**config.mk**
```make
export PLATFORM = sky130hd
export DESIGN_NAME = pressure_sensor_autorange_flat
export DESIGN_NICKNAME = d
export VERILOG_FILES = /design/src/psa_pkg.sv /design/src/psa_sample_if.sv /design/src/psa_result_if.sv /design/src/psa_cfg.sv /design/src/psa_track.sv /design/src/pressure_sensor_autorange.sv /design/src/flat_wrapper.sv
export SDC_FILE = /design/constraint.sdc
export NUM_CORES = 1
export LEC_CHECK = 0
export BUFFER_PORTS_ARGS = -buffer_cell sky130_fd_sc_hd__buf_4
export CORE_MARGIN = 3
export CORE_UTILIZATION = 55
export CTS_BUF_LIST = sky130_fd_sc_hd__clkbuf_2
export DETAILED_ROUTE_END_ITERATION = 8
export PLACE_DENSITY = 0.71
export SYNTH_ARGS = -nofsm -noshare
export SYNTH_HDL_FRONTEND = slang
export SYNTH_HIERARCHICAL = 1
export SYNTH_SLANG_ARGS = --single-unit
```
**constraint.sdc**
```tcl
create_clock -name clk -period 13.8 [get_ports clk]
set_input_delay 2.07 -clock clk [delete_from_list [all_inputs] [get_ports clk]]
set_output_delay 2.07 -clock clk [all_outputs]
set_load 0.1 [all_outputs]
```
**src/psa_pkg.sv**
```systemverilog
// ----------------------------------------------------------------------------
// psa_pkg
// Shared types and constants for the pressure sensor autorange block.
// ----------------------------------------------------------------------------
package psa_pkg;

	localparam int unsigned SAMPLE_BITS_DEF = 10;

	localparam int unsigned PTP_BITS    = 10;
	localparam int unsigned DELTA_BITS  = 9;
	localparam int unsigned THR_BITS    = 8;
	localparam int unsigned CFG_DW      = 10;
	localparam int unsigned CFG_IW      = 2;

	typedef enum logic [CFG_IW-1:0] {
		REG_PEAK_TO_PEAK = 2'd0,
		REG_PRESS_DELTA  = 2'd1,
		REG_STUCK_LIMIT  = 2'd2,
		REG_IDLE_LIMIT   = 2'd3
	} reg_idx_t;

	localparam logic [PTP_BITS-1:0]   PTP_RESET       = 10'd20;
	localparam logic [DELTA_BITS-1:0] DELTA_RESET     = 9'd20;
	localparam logic [THR_BITS-1:0]   BLOCK_THR_RESET = 8'd4;
	localparam logic [THR_BITS-1:0]   IDLE_THR_RESET  = 8'd10;

	typedef struct packed {
		logic [PTP_BITS-1:0]   peak_to_peak;
		logic [DELTA_BITS-1:0] press_delta;
		logic [THR_BITS-1:0]   stuck_limit;
		logic [THR_BITS-1:0]   idle_limit;
	} cfg_t;

endpackage

```
**src/psa_sample_if.sv**
```systemverilog
// ----------------------------------------------------------------------------
// psa_sample_if
// Input channel: one raw sensor sample per beat.
// ----------------------------------------------------------------------------
interface psa_sample_if #(
	parameter int unsigned SAMPLE_BITS = psa_pkg::SAMPLE_BITS_DEF
);
	logic                   valid;
	logic                   ready;
	logic [SAMPLE_BITS-1:0] sample;

	modport source (output valid, output sample, input ready);
	modport sink   (input valid, input sample, output ready);
endinterface

```
**src/psa_result_if.sv**
```systemverilog
// ----------------------------------------------------------------------------
// psa_result_if
// Output channel: pressure, calibrated flag and span per beat.
// ----------------------------------------------------------------------------
interface psa_result_if #(
	parameter int unsigned SAMPLE_BITS = psa_pkg::SAMPLE_BITS_DEF
);
	logic                   valid;
	logic                   ready;
	logic [SAMPLE_BITS-1:0] pressure;
	logic                   calibrated;
	logic [SAMPLE_BITS-1:0] span;

	modport source (output valid, output pressure, output calibrated, output span, input ready);
	modport sink   (input valid, input pressure, input calibrated, input span, output ready);
endinterface

```
**src/psa_cfg.sv**
```systemverilog
// ----------------------------------------------------------------------------
// psa_cfg
// Configuration register file, write only.
// ----------------------------------------------------------------------------
module psa_cfg (
	input  logic                        clk,
	input  logic                        arst_n,
	input  logic                        cfg_we,
	input  logic [psa_pkg::CFG_IW-1:0]  cfg_idx,
	input  logic [psa_pkg::CFG_DW-1:0]  cfg_wdata,
	output psa_pkg::cfg_t               cfg
);
	import psa_pkg::*;

	cfg_t cfg_q;

	always_ff @(posedge clk or negedge arst_n) begin
		if (!arst_n) begin
			cfg_q.peak_to_peak <= PTP_RESET;
			cfg_q.press_delta  <= DELTA_RESET;
			cfg_q.stuck_limit  <= BLOCK_THR_RESET;
			cfg_q.idle_limit   <= IDLE_THR_RESET;
		end else if (cfg_we) begin
			case (reg_idx_t'(cfg_idx))
				REG_PEAK_TO_PEAK: begin
					cfg_q.peak_to_peak <= cfg_wdata[PTP_BITS-1:0];
				end
				REG_PRESS_DELTA: begin
					cfg_q.press_delta <= cfg_wdata[DELTA_BITS-1:0];
				end
				REG_STUCK_LIMIT: begin
					cfg_q.stuck_limit <= cfg_wdata[THR_BITS-1:0];
				end
				REG_IDLE_LIMIT: begin
					cfg_q.idle_limit <= cfg_wdata[THR_BITS-1:0];
				end
				default: begin
				end
			endcase
		end
	end

	assign cfg = cfg_q;

endmodule

```
**src/psa_track.sv**
```systemverilog
// ----------------------------------------------------------------------------
// psa_track
// Tracker state and its update on each step: average, extremes, calibration,
// re-arm counters and the result for the current sample.
// ----------------------------------------------------------------------------
module psa_track #(
	parameter int unsigned SAMPLE_BITS = psa_pkg::SAMPLE_BITS_DEF
) (
	input  logic                   clk,
	input  logic                   arst_n,
	input  logic                   step,
	input  logic [SAMPLE_BITS-1:0] sample_s1,
	input  psa_pkg::cfg_t          cfg,
	output logic [SAMPLE_BITS-1:0] pressure,
	output logic                   calibrated,
	output logic [SAMPLE_BITS-1:0] span
);
	import psa_pkg::*;

	localparam int unsigned SB = SAMPLE_BITS;
	localparam int unsigned AW = SB + 3;
	localparam int unsigned DW = (SB > DELTA_BITS) ? SB : DELTA_BITS;
	localparam int unsigned PW = (SB > DELTA_BITS + 1) ? SB : DELTA_BITS + 1;

	logic [SB-1:0]       avg_q, abs_lo_q, abs_hi_q, run_lo_q, run_hi_q, last_p_q;
	logic                cal_q;
	logic [THR_BITS-1:0] idle_cnt_q, stuck_cnt_q;

	logic [SB-1:0]         abs_lo_n, abs_hi_n, avg_n;
	logic [AW-1:0]         acc;
	logic [SB-1:0]         above, below;
	logic [DELTA_BITS-1:0] half;
	logic                  cal_ok;
	logic [SB-1:0]         run_lo_c, run_hi_c, run_lo_n, run_hi_n, press_c;
	logic                  is_active, is_high, match;
	logic [THR_BITS-1:0]   stuck_inc, idle_inc, stuck_n, idle_n;
	logic                  stuck_fire, idle_fire;
	logic                  cal_n;

	always_comb begin
		abs_hi_n = (sample_s1 > abs_hi_q) ? sample_s1 : abs_hi_q;
		abs_lo_n = (sample_s1 < abs_lo_q) ? sample_s1 : abs_lo_q;
		acc      = ({avg_q, 3'b000} - {3'b000, avg_q}) + {3'b000, sample_s1};
		avg_n    = acc[AW-1:3];

		half   = cfg.peak_to_peak[PTP_BITS-1:1];
		above  = avg_n - abs_lo_n;
		below  = abs_hi_n - avg_n;
		cal_ok = (avg_n > abs_lo_n) && (DW'(above) > DW'(half))
			&& (abs_hi_n > avg_n) && (DW'(below) > DW'(half));

		run_hi_c = (avg_n > run_hi_q) ? avg_n : run_hi_q;
		run_lo_c = (avg_n < run_lo_q) ? avg_n : run_lo_q;
		press_c  = avg_n - run_lo_c;

		is_active = PW'(press_c) > PW'(cfg.press_delta);
		is_high   = PW'(press_c) > PW'({cfg.press_delta, 1'b0});
		match     = (press_c == last_p_q) && is_high;

		stuck_inc  = stuck_cnt_q + THR_BITS'(1);
		stuck_fire = match && (stuck_inc == cfg.stuck_limit);
		stuck_n    = (match && !stuck_fire) ? stuck_inc : '0;

		idle_inc  = idle_cnt_q + THR_BITS'(1);
		idle_fire = !is_active && (idle_inc == cfg.idle_limit);
		idle_n    = (is_active || idle_fire) ? '0 : idle_inc;

		if (cal_q) begin
			run_hi_n = run_hi_c;
			run_lo_n = (stuck_fire || idle_fire) ? avg_n : run_lo_c;
			cal_n    = 1'b1;
		end else if (cal_ok) begin
			run_hi_n = run_hi_c;
			run_lo_n = run_lo_c;
			cal_n    = 1'b1;
		end else begin
			run_hi_n = run_hi_q;
			run_lo_n = run_lo_q;
			cal_n    = 1'b0;
		end

		pressure   = cal_q ? press_c : '0;
		calibrated = cal_q;
		span       = (run_hi_n > run_lo_n) ? (run_hi_n - run_lo_n) : '0;
	end

	always_ff @(posedge clk or negedge arst_n) begin
		if (!arst_n) begin
			avg_q       <= '0;
			abs_lo_q    <= '1;
			abs_hi_q    <= '0;
			run_lo_q    <= '1;
			run_hi_q    <= '0;
			cal_q       <= 1'b0;
			idle_cnt_q  <= '0;
			stuck_cnt_q <= '0;
			last_p_q    <= '0;
		end else if (step) begin
			avg_q    <= avg_n;
			abs_lo_q <= abs_lo_n;
			abs_hi_q <= abs_hi_n;
			run_lo_q <= run_lo_n;
			run_hi_q <= run_hi_n;
			cal_q    <= cal_n;
			if (cal_q) begin
				idle_cnt_q  <= idle_n;
				stuck_cnt_q <= stuck_n;
				last_p_q    <= press_c;
			end
		end
	end

endmodule

```
**src/pressure_sensor_autorange.sv**
```systemverilog
// ----------------------------------------------------------------------------
// pressure_sensor_autorange
// Self-calibrating range tracker for a raw pressure sensor reading.
//
// sample_ch takes one raw converter sample per beat; result_ch gives one
// beat per sample with pressure, calibrated and span. Both use valid/ready.
// Registers are written through cfg_we/cfg_idx/cfg_wdata; the user must write
// them only while idle, as the block does not enforce it. A sample accepted on
// sample_ch is held in the input stage, then in the result register (two
// register stages). Throughput: one sample per cycle while result_ch does not
// stall; the tracker updates its state as a sample leaves the input stage.
// When result_ch stalls, the result register holds, the input stage holds
// one more sample, and sample_ch.ready drops once both are full.
// Reset clears the tracker to uncalibrated (average 0, extremes open, counters
// 0), loads the register defaults and empties both stages.
// ----------------------------------------------------------------------------
module pressure_sensor_autorange #(
	parameter int unsigned SAMPLE_BITS = psa_pkg::SAMPLE_BITS_DEF
) (
	input  logic                       clk,
	input  logic                       arst_n,
	psa_sample_if.sink                 sample_ch,
	psa_result_if.source               result_ch,
	input  logic                       cfg_we,
	input  logic [psa_pkg::CFG_IW-1:0] cfg_idx,
	input  logic [psa_pkg::CFG_DW-1:0] cfg_wdata
);
	import psa_pkg::*;

	cfg_t                   cfg;
	logic                   valid_s1;
	logic [SAMPLE_BITS-1:0] sample_s1;
	logic                   valid_s2;
	logic [SAMPLE_BITS-1:0] pressure_s2, span_s2;
	logic                   cal_s2;
	logic                   advance;
	logic [SAMPLE_BITS-1:0] pressure_c, span_c;
	logic                   cal_c;

	psa_cfg u_cfg (
		.clk       (clk),
		.arst_n    (arst_n),
		.cfg_we    (cfg_we),
		.cfg_idx   (cfg_idx),
		.cfg_wdata (cfg_wdata),
		.cfg       (cfg)
	);

	psa_track #(
		.SAMPLE_BITS (SAMPLE_BITS)
	) u_track (
		.clk        (clk),
		.arst_n     (arst_n),
		.step       (advance),
		.sample_s1  (sample_s1),
		.cfg        (cfg),
		.pressure   (pressure_c),
		.calibrated (cal_c),
		.span       (span_c)
	);

	assign advance         = valid_s1 && (!valid_s2 || result_ch.ready);
	assign sample_ch.ready = !valid_s1 || advance;

	always_ff @(posedge clk or negedge arst_n) begin
		if (!arst_n) begin
			valid_s1 <= 1'b0;
			valid_s2 <= 1'b0;
		end else begin
			if (sample_ch.valid && sample_ch.ready) begin
				valid_s1 <= 1'b1;
			end else if (advance) begin
				valid_s1 <= 1'b0;
			end
			if (advance) begin
				valid_s2 <= 1'b1;
			end else if (result_ch.ready) begin
				valid_s2 <= 1'b0;
			end
		end
	end

	always_ff @(posedge clk) begin
		if (sample_ch.valid && sample_ch.ready) begin
			sample_s1 <= sample_ch.sample;
		end
		if (advance) begin
			pressure_s2 <= pressure_c;
			cal_s2      <= cal_c;
			span_s2     <= span_c;
		end
	end

	assign result_ch.valid      = valid_s2;
	assign result_ch.pressure   = pressure_s2;
	assign result_ch.calibrated = cal_s2;
	assign result_ch.span       = span_s2;

endmodule

```
**src/flat_wrapper.sv**
```systemverilog
// flat-port wrapper written by rule: the top's interface ports become plain ports
module pressure_sensor_autorange_flat import psa_pkg::*;
#(
	parameter int unsigned SAMPLE_BITS = psa_pkg::SAMPLE_BITS_DEF
)
  (clk, arst_n, cfg_we, cfg_idx, cfg_wdata, sample_ch_valid, sample_ch_sample, sample_ch_ready, result_ch_valid, result_ch_pressure, result_ch_calibrated, result_ch_span, result_ch_ready);
  psa_sample_if #(.SAMPLE_BITS(SAMPLE_BITS)) sample_ch_i ();
  psa_result_if #(.SAMPLE_BITS(SAMPLE_BITS)) result_ch_i ();
  input  logic clk;
  input  logic arst_n;
  input  logic cfg_we;
  input  logic [psa_pkg::CFG_IW-1:0] cfg_idx;
  input  logic [psa_pkg::CFG_DW-1:0] cfg_wdata;
  input wire logic [$bits(sample_ch_i.valid)-1:0] sample_ch_valid;
  input wire logic [$bits(sample_ch_i.sample)-1:0] sample_ch_sample;
  output wire logic [$bits(sample_ch_i.ready)-1:0] sample_ch_ready;
  output wire logic [$bits(result_ch_i.valid)-1:0] result_ch_valid;
  output wire logic [$bits(result_ch_i.pressure)-1:0] result_ch_pressure;
  output wire logic [$bits(result_ch_i.calibrated)-1:0] result_ch_calibrated;
  output wire logic [$bits(result_ch_i.span)-1:0] result_ch_span;
  input wire logic [$bits(result_ch_i.ready)-1:0] result_ch_ready;
  assign sample_ch_i.valid = sample_ch_valid;
  assign sample_ch_i.sample = sample_ch_sample;
  assign sample_ch_ready = sample_ch_i.ready;
  assign result_ch_valid = result_ch_i.valid;
  assign result_ch_pressure = result_ch_i.pressure;
  assign result_ch_calibrated = result_ch_i.calibrated;
  assign result_ch_span = result_ch_i.span;
  assign result_ch_i.ready = result_ch_ready;
  pressure_sensor_autorange #(.SAMPLE_BITS(SAMPLE_BITS)) u_core (.clk(clk), .arst_n(arst_n), .sample_ch(sample_ch_i), .result_ch(result_ch_i), .cfg_we(cfg_we), .cfg_idx(cfg_idx), .cfg_wdata(cfg_wdata));
endmodule
```
==> out/qor.txt <==
Longest Clk Path Bufs -> 2
Worst EP arrival -> 12.29 ns
Critical Path Fanout Max -> 18
clk_lat worst skew -> 0.76 ns
Slew HR -> 30.4%
antenna violations before repair -> 1
Initial DRT Pass Iterations -> 6
run status -> complete, no violations
Core ar. -> 19,700 sq um
period utilization -> 84.4%
share of layout cells above drive strength 1 -> 16.2%
root buffer cell -> clkbuf_2
max-cap viol count -> 0
I/O pin total -> 50
# setup viols final -> 0
DIE AREA -> 22,000 sq um
Crit path max-delay family -> simple AND/OR/NAND/NOR gates
via count -> 8,949
clock sink count -> 144
Area Growth Syn to Fin -> 8.51%
initial core utilization -> 56.7%
first-pass GRT wire length -> 43.9 mm
Routed WL per cell -> 17.7 um
DRC violations left -> 0
Rows -> 51
total clock buffers created by CTS -> 17
DRT Wirelength -> 27.0 mm
Post-Syn Area -> 11,100 sq um
crit path buf inv count -> 3
pin count of the biggest net entering global routing -> 78
Final ANT Viol Nets -> 0
worst hold slack -> 0.524 ns
placer congestion estimate -> 0.896
Worst-path clk slew -> 0.27 ns
Fin Setup TNS -> 0 ns
IO Port Bufs -> 49
Die Width -> 148 um
Hold Vio Cnt, Final -> 0
cts-stage hold buffer count -> 0
worst hold path class -> flip-flop to flip-flop
area of placed instances -> 11,800 sq um
clock skew -> 0.0344 ns
layout net count -> 1,408
grt total ovfl -> 0
GRT Util Overall -> 25.2%
Setup Buffers After CTS -> 0
H-tree levels -> 4
critical path class -> flip-flop to flip-flop
hpwl dp -> 20.8 mm
Synth Area per Inst -> 9.34 sq um
Worst Setup End Kind -> flip-flop
Slew Viols, Final -> 0
CP Launch Type -> flip-flop
CP max stage delay -> 0.60 ns
vias in the first global route -> 8,669
Worst Tran Pin Value -> 1.04 ns
min Tclk post-route -> 11.65 ns
Max stage delay cell, worst path -> o21a_1
Post-Syn Nets -> 1,354
Starting DRT DRC Count -> 637
drt via density -> 5.86
Fmax -> 0.0858 GHz
CTS tree -> yes
Most Frequent Cell on Critical Path -> a21oi_1
Post-Place Worst Slack -> 2.49 ns
Worst EP required -> 14.43 ns
PostCTS Resize Cnt -> 0
die height -> 148 um
final setup margin -> 2.15 ns
fin area -> 12,100 sq um
Post-Synthesis Cells -> 1,193
Synth warnings -> 6
RSZ-0062 raised after global routing -> false
[worst reg2reg max path, delay by kind of cell (launching register included)]
kind | cells | cell delay, ns
multiplexers | 1 | 0.42
flip-flops | 1 | 0.57
buffers and inverters | 3 | 0.19
adder cells (fa/ha/maj) | 7 | 2.66
AO/OA/AOI/OAI | 17 | 3.41
XOR/XNOR | 1 | 0.28
AND/OR/NAND/NOR | 22 | 4.04
[layer usage]
metal	vias up	global-route usage [%]	routed length [um]
met1	4297	34.8	12500
met4	0	8.36	764
met2	247	41.0	12500
li1	4349	-	-
met3	56	3.66	1320
met5	-	0	0
[cells in the final DEF, fill, tap and decap left out, types with 13 or more instances in the layout]
| cell | instances |
|---|---|
| nor2_1 | 75 |
| inv_1 | 128 |
| buf_4 | 60 |
| o21a_1 | 13 |
| nor2b_1 | 31 |
| and2_1 | 14 |
| edfxtp_1 | 31 |
| xnor2_1 | 39 |
| a21o_1 | 24 |
| xor2_1 | 23 |
| nand2b_1 | 19 |
| clkbuf_2 | 17 |
| ha_1 | 124 |
| mux2i_1 | 23 |
| dfrtp_1 | 86 |
| nand3_1 | 32 |
| a21oi_1 | 83 |
| dfstp_2 | 27 |
| nand4_1 | 19 |
| mux2_2 | 57 |
| nand2_1 | 71 |
| o21ai_0 | 88 |
| nor3_1 | 22 |
[metrics by stage]
step | std cells | util [%]
floorplan | 1193 | -
global route | 1527 | 61.5
global placement | 1493 | 60.1
finish | 1527 | 61.5
detailed placement | 1493 | 60.1
CTS | 1525 | 61.5
[registers in the layout (all words and copies together) (netlist names), 10 cells and up]
name / cells
u_core/result_ch.pressure: 10
u_core/result_ch.span: 10
u_core/sample_s1: 10
u_core/u_cfg/cfg: 34
u_core/u_track/abs_hi_q: 10
u_core/u_track/abs_lo_q: 10
u_core/u_track/avg_q: 10
u_core/u_track/last_p_q: 10
u_core/u_track/run_hi_q: 10
u_core/u_track/run_lo_q: 10
[cell type report]
cell class / instances / area [sq um]
fillers: 1774 / 7560
multi-input cells: 895 / 6760
flip-flops and latches: 144 / 3790
inverters: 129 / 484
repair buffers: 60 / 450
well taps: 265 / 332
clock inverters: 15 / 184
clock buffers: 17 / 85.1
diodes: 2 / 5.00
[worst paths after layout]
check | to | cells past startpoint | slack (ns) | from
worst max-delay path | u_core/result_ch.span[9] | 51 | 2.15 | u_core/sample_s1[3]
worst min-delay path | u_core/u_track/run_lo_q[6] | 2 | 0.52 | u_core/u_track/run_lo_q[6]
max in group asynchronous | u_core/u_cfg/cfg[24] | 2 | 11.20 | arst_n
worst max register to register | u_core/result_ch.span[9] | 51 | 2.15 | u_core/sample_s1[3]
min in group asynchronous | u_core/u_track/run_hi_q[2] | 1 | 1.38 | arst_n
worst min register to register | u_core/u_track/run_lo_q[6] | 2 | 0.52 | u_core/u_track/run_lo_q[6]
Power is not shown: default switching activity piles up to over one toggle a cycle in this logic, so the estimate is an artifact.
